File: src/sv/srpd_pkg.sv
// ----------------------------------------------------------------------------
// srpd_pkg: shared definitions for the sprite run-length / planar decoder
// Register indexes, record kinds, queue command codes and the command type
// that passes from the front end through the queue to the back end.
// ----------------------------------------------------------------------------
`default_nettype none

package srpd_pkg;

  // Configuration register indexes.
  localparam logic [1:0] REG_MODE   = 2'd0;
  localparam logic [1:0] REG_WIDTH  = 2'd1;
  localparam logic [1:0] REG_HEIGHT = 2'd2;

  // Record kinds on the result channel.
  localparam logic [1:0] KIND_PIXEL   = 2'd0;
  localparam logic [1:0] KIND_FILL    = 2'd1;
  localparam logic [1:0] KIND_ROW_END = 2'd2;

  // Command codes in the queue.
  localparam logic [1:0] OP_PIXEL   = 2'd0;
  localparam logic [1:0] OP_FILL    = 2'd1;
  localparam logic [1:0] OP_ROW_END = 2'd2;
  localparam logic [1:0] OP_BLOCK   = 2'd3;

  localparam logic [7:0] TRANSPARENT = 8'hff;

  // Default depth of the command queue.
  localparam int QUEUE_DEPTH = 4;

  // One queued command. For a planar block, val holds the last plane byte.
  typedef struct packed {
    logic [1:0]  op;
    logic [15:0] addr;
    logic [7:0]  len;
    logic [7:0]  val;
    logic        done;
    logic        row_end;
    logic [15:0] row_addr;
    logic [7:0]  mask;
    logic [7:0]  plane0;
    logic [7:0]  plane1;
    logic [7:0]  plane2;
  } cmd_t;

endpackage

`default_nettype wire

File: src/sv/srpd_queue.sv
// ----------------------------------------------------------------------------
// srpd_queue: command queue between front and back end
// A small first-in first-out buffer of decoded commands in flip-flops.
// ----------------------------------------------------------------------------
`default_nettype none

module srpd_queue #(
  parameter int DEPTH = srpd_pkg::QUEUE_DEPTH
) (
  input  wire logic           clk,
  input  wire logic           rst_n,
  input  wire logic           push,
  input  srpd_pkg::cmd_t      push_data,
  output logic                full,
  input  wire logic           pop,
  output srpd_pkg::cmd_t      pop_data,
  output logic                empty
);

  localparam int PW = (DEPTH > 1) ? $clog2(DEPTH) : 1;
  localparam int CW = $clog2(DEPTH + 1);
  localparam logic [PW-1:0] LAST_PTR = PW'(DEPTH - 1);
  localparam logic [CW-1:0] FULL_CNT = CW'(DEPTH);

  srpd_pkg::cmd_t  entry_r [DEPTH];
  logic [PW-1:0]   wr_ptr_r, wr_ptr_nxt;
  logic [PW-1:0]   rd_ptr_r, rd_ptr_nxt;
  logic [CW-1:0]   count_r, count_nxt;
  logic            do_push, do_pop;

  assign full     = (count_r == FULL_CNT);
  assign empty    = (count_r == '0);
  assign do_push  = push && !full;
  assign do_pop   = pop && !empty;
  assign pop_data = entry_r[rd_ptr_r];

  always_comb begin
    wr_ptr_nxt = wr_ptr_r;
    rd_ptr_nxt = rd_ptr_r;
    count_nxt  = count_r;
    if (do_push) begin
      wr_ptr_nxt = (wr_ptr_r == LAST_PTR) ? '0 : wr_ptr_r + PW'(1);
    end
    if (do_pop) begin
      rd_ptr_nxt = (rd_ptr_r == LAST_PTR) ? '0 : rd_ptr_r + PW'(1);
    end
    if (do_push && !do_pop) begin
      count_nxt = count_r + CW'(1);
    end else if (do_pop && !do_push) begin
      count_nxt = count_r - CW'(1);
    end
  end

  always_ff @(posedge clk) begin
    if (!rst_n) begin
      wr_ptr_r <= '0;
      rd_ptr_r <= '0;
      count_r  <= '0;
    end else begin
      wr_ptr_r <= wr_ptr_nxt;
      rd_ptr_r <= rd_ptr_nxt;
      count_r  <= count_nxt;
    end
  end

  always_ff @(posedge clk) begin
    if (do_push) begin
      entry_r[wr_ptr_r] <= push_data;
    end
  end

endmodule

`default_nettype wire

File: src/sv/srpd_front.sv
// ----------------------------------------------------------------------------
// srpd_front: byte classifier and position tracker
// Holds the configuration, takes a byte per cycle while the queue has room,
// tracks literal run, row and write position, queues pixel/fill/row end/block.
// ----------------------------------------------------------------------------
`default_nettype none

module srpd_front (
  input  wire logic        clk,
  input  wire logic        rst_n,
  input  wire logic        cfg_we,
  input  wire logic [1:0]  cfg_index,
  input  wire logic [7:0]  cfg_wdata,
  input  wire logic        in_valid,
  output logic             in_stall,
  input  wire logic [7:0]  in_data_byte,
  output logic             push,
  output srpd_pkg::cmd_t   push_data,
  input  wire logic        q_full
);

  logic        mode_r, mode_nxt;
  logic [7:0]  width_r, width_nxt;
  logic [7:0]  height_r, height_nxt;
  logic [15:0] end_r, end_nxt;
  logic [6:0]  lit_left_r, lit_left_nxt;
  logic [7:0]  row_index_r, row_index_nxt;
  logic [15:0] wpos_r, wpos_nxt;
  logic [15:0] row_base_r, row_base_nxt;
  logic [2:0]  bbi_r, bbi_nxt;
  logic        finished_r, finished_nxt;
  logic [7:0]  plane_r [4];

  logic        restart;
  logic [7:0]  w_new, h_new;
  logic [8:0]  stride_new, stride;
  logic        accept, active;
  logic [15:0] room;
  logic [7:0]  fill_cnt, fill_clip;
  logic [7:0]  row_next;
  logic        row_done;
  logic [15:0] row_base_step;
  logic [15:0] wpos_plus8, row_span;
  logic        block_eor;
  logic        do_row_end;
  logic        plane_we;

  assign restart = cfg_we && (cfg_index == srpd_pkg::REG_MODE ||
                              cfg_index == srpd_pkg::REG_WIDTH ||
                              cfg_index == srpd_pkg::REG_HEIGHT);

  // Store end is worked out once when a register is written.
  always_comb begin
    w_new      = (cfg_we && cfg_index == srpd_pkg::REG_WIDTH)  ? cfg_wdata : width_r;
    h_new      = (cfg_we && cfg_index == srpd_pkg::REG_HEIGHT) ? cfg_wdata : height_r;
    stride_new = ({1'b0, w_new} + 9'd7) & ~9'd7;
    end_nxt    = restart ? 16'(stride_new * h_new) : end_r;
    mode_nxt   = (cfg_we && cfg_index == srpd_pkg::REG_MODE) ? cfg_wdata[0] : mode_r;
    width_nxt  = w_new;
    height_nxt = h_new;
  end

  assign stride   = ({1'b0, width_r} + 9'd7) & ~9'd7;
  assign in_stall = q_full;
  assign accept   = in_valid && !q_full;
  assign active   = !finished_r && (width_r != 8'd0) && (height_r != 8'd0);

  assign room          = (end_r > wpos_r) ? (end_r - wpos_r) : 16'd0;
  assign fill_cnt      = ~in_data_byte + 8'd1;
  assign fill_clip     = (room < {8'd0, fill_cnt}) ? room[7:0] : fill_cnt;
  assign row_next      = row_index_r + 8'd1;
  assign row_done      = (row_next >= height_r);
  assign row_base_step = row_base_r + {7'd0, stride};
  assign wpos_plus8    = wpos_r + 16'd8;
  assign row_span      = wpos_plus8 - row_base_r;
  assign block_eor     = (row_span >= {7'd0, stride});

  always_comb begin
    lit_left_nxt  = lit_left_r;
    row_index_nxt = row_index_r;
    wpos_nxt      = wpos_r;
    row_base_nxt  = row_base_r;
    bbi_nxt       = bbi_r;
    finished_nxt  = finished_r;
    do_row_end    = 1'b0;
    plane_we      = 1'b0;
    push          = 1'b0;
    push_data          = '0;
    push_data.addr     = wpos_r;
    push_data.val      = in_data_byte;
    push_data.row_addr = row_base_r;
    push_data.done     = row_done;
    push_data.mask     = plane_r[0];
    push_data.plane0   = plane_r[1];
    push_data.plane1   = plane_r[2];
    push_data.plane2   = plane_r[3];

    if (accept && active) begin
      if (mode_r) begin
        priority if (lit_left_r != 7'd0) begin
          push           = 1'b1;
          push_data.op   = srpd_pkg::OP_PIXEL;
          push_data.len  = 8'd1;
          wpos_nxt       = wpos_r + 16'd1;
          lit_left_nxt   = lit_left_r - 7'd1;
        end else if (in_data_byte == 8'd0) begin
          push           = 1'b1;
          push_data.op   = srpd_pkg::OP_ROW_END;
          push_data.addr = row_base_r;
          do_row_end     = 1'b1;
        end else if (!in_data_byte[7]) begin
          lit_left_nxt = (room < {9'd0, in_data_byte[6:0]}) ? room[6:0] : in_data_byte[6:0];
        end else begin
          // A fill clipped to nothing leaves no record.
          push          = (fill_clip != 8'd0);
          push_data.op  = srpd_pkg::OP_FILL;
          push_data.len = fill_clip;
          push_data.val = srpd_pkg::TRANSPARENT;
          wpos_nxt      = wpos_r + {8'd0, fill_clip};
        end
      end else begin
        if (bbi_r < 3'd4) begin
          plane_we = 1'b1;
          bbi_nxt  = bbi_r + 3'd1;
        end else begin
          bbi_nxt           = 3'd0;
          push              = 1'b1;
          push_data.op      = srpd_pkg::OP_BLOCK;
          push_data.len     = 8'd1;
          push_data.row_end = block_eor;
          wpos_nxt          = wpos_plus8;
          do_row_end        = block_eor;
        end
      end
    end

    if (do_row_end) begin
      row_index_nxt = row_next;
      finished_nxt  = finished_r || row_done;
      row_base_nxt  = row_base_step;
      wpos_nxt      = row_base_step;
      lit_left_nxt  = 7'd0;
    end

    if (restart) begin
      lit_left_nxt  = 7'd0;
      row_index_nxt = 8'd0;
      wpos_nxt      = 16'd0;
      row_base_nxt  = 16'd0;
      bbi_nxt       = 3'd0;
      finished_nxt  = 1'b0;
    end
  end

  always_ff @(posedge clk) begin
    if (!rst_n) begin
      mode_r      <= 1'b1;
      width_r     <= 8'd1;
      height_r    <= 8'd1;
      end_r       <= 16'd8;
      lit_left_r  <= 7'd0;
      row_index_r <= 8'd0;
      wpos_r      <= 16'd0;
      row_base_r  <= 16'd0;
      bbi_r       <= 3'd0;
      finished_r  <= 1'b0;
    end else begin
      mode_r      <= mode_nxt;
      width_r     <= width_nxt;
      height_r    <= height_nxt;
      end_r       <= end_nxt;
      lit_left_r  <= lit_left_nxt;
      row_index_r <= row_index_nxt;
      wpos_r      <= wpos_nxt;
      row_base_r  <= row_base_nxt;
      bbi_r       <= bbi_nxt;
      finished_r  <= finished_nxt;
    end
  end

  always_ff @(posedge clk) begin
    if (plane_we) begin
      plane_r[bbi_r[1:0]] <= in_data_byte;
    end
  end

endmodule

`default_nettype wire

File: src/sv/srpd_back.sv
// ----------------------------------------------------------------------------
// srpd_back: record generator
// Takes commands from the queue and emits one record per cycle, while the
// output is not stalled, into the output register: one for a pixel, fill or
// row end, eight or nine for a planar block.
// ----------------------------------------------------------------------------
`default_nettype none

module srpd_back (
  input  wire logic        clk,
  input  wire logic        rst_n,
  output logic             pop,
  input  srpd_pkg::cmd_t   pop_data,
  input  wire logic        q_empty,
  output logic             out_valid,
  input  wire logic        out_stall,
  output logic [1:0]       out_record_kind,
  output logic [15:0]      out_pixel_address,
  output logic [7:0]       out_run_length,
  output logic [7:0]       out_pixel_value,
  output logic             out_sprite_done
);

  srpd_pkg::cmd_t cur_r, cur_nxt;
  logic           cur_valid_r, cur_valid_nxt;
  logic [3:0]     idx_r, idx_nxt;
  logic           out_valid_r, out_valid_nxt;
  logic [1:0]     kind_r;
  logic [15:0]    addr_r;
  logic [7:0]     len_r, val_r;
  logic           done_r;

  logic           slot_free, advance, last;
  logic [2:0]     sh;
  logic [1:0]     rec_kind;
  logic [15:0]    rec_addr;
  logic [7:0]     rec_len, rec_val;
  logic           rec_done;

  assign slot_free = !out_valid_r || !out_stall;
  assign advance   = cur_valid_r && slot_free;
  assign sh        = 3'd7 - idx_r[2:0];

  always_comb begin
    rec_kind = srpd_pkg::KIND_PIXEL;
    rec_addr = cur_r.addr;
    rec_len  = 8'd1;
    rec_val  = cur_r.val;
    rec_done = 1'b0;
    last     = 1'b1;
    unique case (cur_r.op)
      srpd_pkg::OP_PIXEL: begin
      end
      srpd_pkg::OP_FILL: begin
        rec_kind = srpd_pkg::KIND_FILL;
        rec_len  = cur_r.len;
        rec_val  = srpd_pkg::TRANSPARENT;
      end
      srpd_pkg::OP_ROW_END: begin
        rec_kind = srpd_pkg::KIND_ROW_END;
        rec_len  = 8'd0;
        rec_val  = 8'd0;
        rec_done = cur_r.done;
      end
      srpd_pkg::OP_BLOCK: begin
        if (idx_r[3]) begin
          // Row end that closes the row after its last block.
          rec_kind = srpd_pkg::KIND_ROW_END;
          rec_addr = cur_r.row_addr;
          rec_len  = 8'd0;
          rec_val  = 8'd0;
          rec_done = cur_r.done;
        end else begin
          rec_addr = cur_r.addr + {12'd0, idx_r};
          rec_val  = cur_r.mask[sh] ? srpd_pkg::TRANSPARENT :
                     {4'd0, cur_r.val[sh], cur_r.plane2[sh],
                      cur_r.plane1[sh], cur_r.plane0[sh]};
          last     = (idx_r[2:0] == 3'd7) && !cur_r.row_end;
        end
      end
      default: begin
      end
    endcase
  end

  always_comb begin
    pop           = (!cur_valid_r || (advance && last)) && !q_empty;
    cur_nxt       = cur_r;
    cur_valid_nxt = cur_valid_r;
    idx_nxt       = idx_r;
    if (pop) begin
      cur_nxt       = pop_data;
      cur_valid_nxt = 1'b1;
      idx_nxt       = 4'd0;
    end else if (advance && last) begin
      cur_valid_nxt = 1'b0;
    end else if (advance) begin
      idx_nxt = idx_r + 4'd1;
    end
    out_valid_nxt = advance ? 1'b1 : (out_stall ? out_valid_r : 1'b0);
  end

  always_ff @(posedge clk) begin
    if (!rst_n) begin
      cur_valid_r <= 1'b0;
      idx_r       <= 4'd0;
      out_valid_r <= 1'b0;
    end else begin
      cur_valid_r <= cur_valid_nxt;
      idx_r       <= idx_nxt;
      out_valid_r <= out_valid_nxt;
    end
  end

  always_ff @(posedge clk) begin
    cur_r <= cur_nxt;
    if (advance) begin
      kind_r <= rec_kind;
      addr_r <= rec_addr;
      len_r  <= rec_len;
      val_r  <= rec_val;
      done_r <= rec_done;
    end
  end

  assign out_valid         = out_valid_r;
  assign out_record_kind   = kind_r;
  assign out_pixel_address = addr_r;
  assign out_run_length    = len_r;
  assign out_pixel_value   = val_r;
  assign out_sprite_done   = done_r;

endmodule

`default_nettype wire

File: src/sv/sprite_rle_planar_decoder.sv
// ----------------------------------------------------------------------------
// sprite_rle_planar_decoder: sprite byte stream to frame store write records
// Decodes run-length or planar sprite data into pixel, fill and row end
// records for a frame store whose row stride is the width rounded up to 8.
//
//   channel  direction  handshake          payload
//   in       input      in_valid/in_stall  in_data_byte
//   out      output     out_valid/out_stall kind, address, length, value, done
//   cfg      input      cfg_we             cfg_index, cfg_wdata
//
// A byte is taken every cycle while the command queue has room. The back
// end emits one record per cycle while out_stall is low, so planar data,
// which gives 8 or 9 records per 5-byte block, is paced by the back end.
// A byte's command is registered in the queue and in the back end's current
// command register, and each record in the output register.
// Reset is synchronous and needs no clearing pass; the queue lets either side
// stall while the other keeps working.
// ----------------------------------------------------------------------------
`default_nettype none

module sprite_rle_planar_decoder #(
  parameter int QUEUE_DEPTH = srpd_pkg::QUEUE_DEPTH
) (
  input  wire logic        clk,
  input  wire logic        rst_n,
  input  wire logic        cfg_we,
  input  wire logic [1:0]  cfg_index,
  input  wire logic [7:0]  cfg_wdata,
  input  wire logic        in_valid,
  output logic             in_stall,
  input  wire logic [7:0]  in_data_byte,
  output logic             out_valid,
  input  wire logic        out_stall,
  output logic [1:0]       out_record_kind,
  output logic [15:0]      out_pixel_address,
  output logic [7:0]       out_run_length,
  output logic [7:0]       out_pixel_value,
  output logic             out_sprite_done
);

  srpd_pkg::cmd_t push_data, pop_data;
  logic           push, pop, q_full, q_empty;

  srpd_front u_front (
    .clk          (clk),
    .rst_n        (rst_n),
    .cfg_we       (cfg_we),
    .cfg_index    (cfg_index),
    .cfg_wdata    (cfg_wdata),
    .in_valid     (in_valid),
    .in_stall     (in_stall),
    .in_data_byte (in_data_byte),
    .push         (push),
    .push_data    (push_data),
    .q_full       (q_full)
  );

  srpd_queue #(
    .DEPTH (QUEUE_DEPTH)
  ) u_queue (
    .clk       (clk),
    .rst_n     (rst_n),
    .push      (push),
    .push_data (push_data),
    .full      (q_full),
    .pop       (pop),
    .pop_data  (pop_data),
    .empty     (q_empty)
  );

  srpd_back u_back (
    .clk               (clk),
    .rst_n             (rst_n),
    .pop               (pop),
    .pop_data          (pop_data),
    .q_empty           (q_empty),
    .out_valid         (out_valid),
    .out_stall         (out_stall),
    .out_record_kind   (out_record_kind),
    .out_pixel_address (out_pixel_address),
    .out_run_length    (out_run_length),
    .out_pixel_value   (out_pixel_value),
    .out_sprite_done   (out_sprite_done)
  );

endmodule

`default_nettype wire

File: config.mk
export PLATFORM = sky130hd
export DESIGN_NAME = sprite_rle_planar_decoder
export DESIGN_NICKNAME = d
export VERILOG_FILES = /design/src/sv/srpd_pkg.sv /design/src/sv/srpd_queue.sv /design/src/sv/srpd_front.sv /design/src/sv/srpd_back.sv /design/src/sv/sprite_rle_planar_decoder.sv
export SDC_FILE = /design/constraint.sdc
export NUM_CORES = 1
export LEC_CHECK = 0
export BUFFER_PORTS_ARGS = -buffer_cell sky130_fd_sc_hd__buf_2
export CAP_MARGIN = 20
export CORE_ASPECT_RATIO = 1.5
export CORE_MARGIN = 10
export CORE_UTILIZATION = 41
export CTS_CLUSTER_SIZE = 16
export DETAILED_ROUTE_END_ITERATION = 6
export PLACE_DENSITY = 0.61
export SETUP_SLACK_MARGIN = 0.02
export SLEW_MARGIN = 25
export SYNTH_ARGS = -nofsm -noshare
export SYNTH_HDL_FRONTEND = slang
export SYNTH_SLANG_ARGS = --single-unit
File: constraint.sdc
create_clock -name clk -period 7.7 [get_ports clk]
set_clock_uncertainty 0.15 [all_clocks]
set_input_delay 0.385 -clock clk [delete_from_list [all_inputs] [get_ports clk]]
set_output_delay 0.385 -clock clk [all_outputs]
set_load 0.03 [all_outputs]
==> impl_summary.md <==
Outcome
The flow ran to the end, and the final reports show no timing, DRC or antenna violations.

Finish
After filler insertion, the fill cell instance count of the layout stands at 5668. The final antenna diode count is 0. The count of placed standard cells in the final layout, fillers left out is 2964. From synthesis to final layout, the design area changed by 12.3%. In the final design database the tool counted 2209 nets. The proportion of layout cells with a drive suffix above 1 is 14.0%.

Placement
Input and output buffers added on the ports amount to 59. The congestion estimate from routability-driven global placement came to 0.883. After detailed placement, the design holds a cell count of 2852. Summed over all nets, the half-perimeter wirelength after detailed placement is 43900 µm.

Drt
The count of nets left with antenna violations once routing finished came out at 0. The first detailed-routing pass took 6 iterations. After the first detailed-routing iteration, the DRC count stood at 977. In the final routed layout, each cell accounts on average for 21.3 µm. The final routed DRC violation total is 0. The final layout contains routed wiring with a total length of 63100 µm.

Summing over every cut layer, the via total after detailed routing is 16081. The via-per-instance ratio is 5.43.

Logic synthesis
The number of storage elements in the synthesis netlist is 563. The count of flip-flops with a built-in enable after synthesis is 472. When the netlist entered floorplanning its net count stood at 2131.

In the post-synthesis netlist, the biggest area contributors are edfxtp_1, mux4_2, dfxtp_1. Sequential cells were found to cover 60.1% of the synthesized design area. The total number of yosys warnings is 0.

The share of async-settable or async-resettable flops after synthesis is 0%. The synthesized netlist contains 75 unique library cells. The synthesized cell area is 0.0266 mm². The top flip-flop cell by instance count after synthesis is edfxtp_1. A synthesized cell averages 13.5 µm².

The cell type with the highest aggregate area in the netlist is edfxtp_1. The fraction of synthesized cell area taken by the top area cell type is 53.3%. The count of mapped cells out of synthesis is 1971.

Floorplan
In this run the horizontal extent of the chip is 228 µm. The starting utilization of the core area is 41.3%. The height of the chip is 332 µm.

For this design the top-level I/O count stands at 60. After floorplanning, the core was sized to cover 0.0643 mm². The die footprint is 0.0757 mm². After floorplanning, the core was divided into 114 placement rows.

Setup path
The type of the setup path with the least slack is reg -> reg. In this run the worst path has a maximum fanout of 10. The required time of the critical path is 8.08 ns.

The type of origin of the critical path is a flip-flop. The setup check on the worst reg-to-reg path leaves a slack of 0.69 ns. The kind of end point of the critical path is a flip-flop. Data arrives at the worst endpoint at 7.39 ns.

Clock tree
The clock tree synthesis step divided the H-tree into 2 levels. The worst-skew pair later-pin latency is 0.62 ns. For this design, the CTS-stage hold fixing added 12 buffers. In this run, CTS created clock tree buffers numbering 53. In this run the deepest clock path goes through 3 buffers. The number of post-CTS setup repair buffers is 0.

In this run the clock root is driven by a clkbuf_16. Clock tree synthesis found a total of 563 sinks. The TritonCTS clock tree is built. The clock-pin slew of the registers on the worst-case setup and hold paths is 0.07 ns. Once the clock tree was built, the resizer swapped 0 gates to a different size.

Timing
Timing would allow up to 0.143 GHz. The number of pins exceeding their max-slew limit in the final report is 0. Setup repair after global routing left no endpoint under its margin. After routing, the total negative slack on setup checks comes to 0 ns.

The relative slew slack is 33.1%. The number of hold violations in the final report is 0. The clock period minus worst slack is 7.01 ns. The worst path uses 91.1% of the clock period. At the pin with the least slew margin, the transition time is 1.00 ns. The number of failing setup endpoints in the final timing report is 0.

GRT
Entering global routing, the biggest net connects 66 pins. The first global-routing pass estimated 97800 µm of wire. The number of global-route vias before repair came to 16626.

Global routing finished with a remaining overflow of 0. The global routing usage summed across all routing layers is 16.5%. The number of antenna violations at the first check in global routing is 1.

Min path
The classification of the worst-slack hold path is in -> reg.

Power
The power density relative to cell area is 346 mW/mm². The leakage power of the design is 10.7 nW. The worst IR drop on VDD is 162 µV. The overall power is 10.3 mW.

Job
The max-cap violation count is 0.
[synthesized netlist by cell type, types with 8 or more instances]
library cell / instances
ha_1: 108
a31oi_1: 10
a22oi_1: 12
xor2_1: 26
buf_1: 12
o31ai_1: 11
and2_1: 32
dfxtp_1: 91
fa_1: 29
nor2b_1: 19
o21ai_0: 78
inv_1: 107
or3_1: 16
nand4_1: 13
a211oi_1: 10
nor4_1: 12
clkbuf_1: 54
nor3_1: 33
and3_1: 19
nand2b_1: 15
a21o_1: 29
nand2_1: 174
edfxtp_1: 472
xnor2_1: 59
nand3_1: 44
a21oi_1: 88
mux4_2: 91
o21a_1: 19
mux2i_1: 50
mux2_2: 9
nor2_1: 126
o21bai_1: 8
[power by group]
part           switching, mW  leakage (nW)  total [mW]  internal [mW]
Combinational           1.89          4.79        3.21           1.31
Sequential             0.329          5.09        4.48           4.15
Clock                   1.15         0.852        2.65           1.50
[layer usage]
metal | up-vias | global-route usage [%] | wire length (µm)
li1 | 7539 | - | -
met1 | 8093 | 19.7 | 25800
met2 | 350 | 29.2 | 32400
met3 | 99 | 2.31 | 2420
met4 | 0 | 6.98 | 2400
met5 | - | 0 | 0
[path summary, 6_finish.rpt]
kind                            to                from  cells after the start
max             u_front.wpos_r[14]  u_front.wpos_r[11]                     27
min          u_front.plane_r[3][4]     in_data_byte[4]                      1
max reg2reg     u_front.wpos_r[14]  u_front.wpos_r[11]                     27
min reg2reg      u_front.end_r[11]   u_front.end_r[11]                      2
[area by class of cell]
class	count	area [µm²]	area share (%)
well taps	870	1090	3.64
clock buffers	67	1390	4.65
clock inverters	33	365	1.22
multi-input cells	1227	9930	33.3
inverters	108	407	1.36
flip-flops and latches	563	16000	53.6
repair buffers	96	686	2.30
[worst max-delay path, cell delays in order, from the launching register on]
cell,delay (ns)
dfxtp_1,0.46
inv_1,0.14
ha_1,0.49
and3_1,0.23
nand4_1,0.15
nor2_1,0.19
a21oi_1,0.07
or2_2,0.33
nor2_1,0.36
ha_1,0.32
a21o_1,0.18
a21o_1,0.17
a211oi_1,0.30
o31ai_1,0.16
nand2b_1,0.37
mux2_2,0.34
nand2_1,0.06
ha_1,0.21
fa_1,0.41
a21o_1,0.17
a21oi_1,0.23
o21bai_1,0.10
a21oi_1,0.22
o21ai_0,0.18
a21oi_1,0.45
or2_2,0.20
a21oi_1,0.06
o32ai_1,0.23
[flip-flops by register name, indices dropped and copies added (netlist names), 3 cells and up]
register                  count
u_front.wpos_r               16
u_front.row_index_r           8
u_back.idx_r                  4
u_front.end_r                13
u_back.out_pixel_address     16
u_front.plane_r              32
u_front.width_r               8
u_back.cur_r                 81
u_queue.entry_r             324
u_back.out_pixel_value        8
u_queue.count_r               3
u_front.row_base_r           13
u_back.out_run_length         8
u_front.lit_left_r            7
u_front.height_r              8
u_front.bbi_r                 3
[logic make-up after synthesis]
group / Yosys count / synth area share [%]
simple gates: 536 / 9.62
xor+xnor: 85 / 2.80
flops: 563 / 60.1
mux: 150 / 9.97
buf+inv: 181 / 2.64
compound gates: 319 / 7.57
fa+ha+maj: 137 / 7.26
[cells in the final DEF (no fill, tap or decap), drive strengths merged, types with 8 or more instances in the layout]
master,synthesis,layout
a31oi,10,10
clkbuf,54,67
a21oi,88,88
inv,107,113
mux4,91,91
o21bai,8,8
xor2,26,26
dfxtp,91,91
and3,19,19
edfxtp,472,472
buf,19,84
nand2,175,175
nor2b,19,19
dlygate4sd3,0,12
mux2,9,9
or3,17,17
nor4,12,12
or2,9,9
a22oi,12,12
o21ai,80,80
ha,108,108
nor2,126,126
fa,29,29
mux2i,50,50
a21o,29,29
nand4,13,13
nand2b,15,15
clkinv,1,18
and2,32,32
xnor2,59,59
nor3,33,33
nand3,44,44
o31ai,11,11
a211oi,10,10
o21a,19,19
[stage by stage]
step	worst slack, ns	area, µm²	utilization (%)	hold slack (ns)
after floorplan	1.41	26600	-	0.286
after global placement	1.00	28000	43.4	0.305
after detailed placement	0.804	28000	43.5	0.305
after CTS	0.790	29900	46.4	0.00632
after global routing	0.145	29900	46.4	0.00895
final	0.687	29900	46.4	0.0313
(Power assumes the default switching activity.)
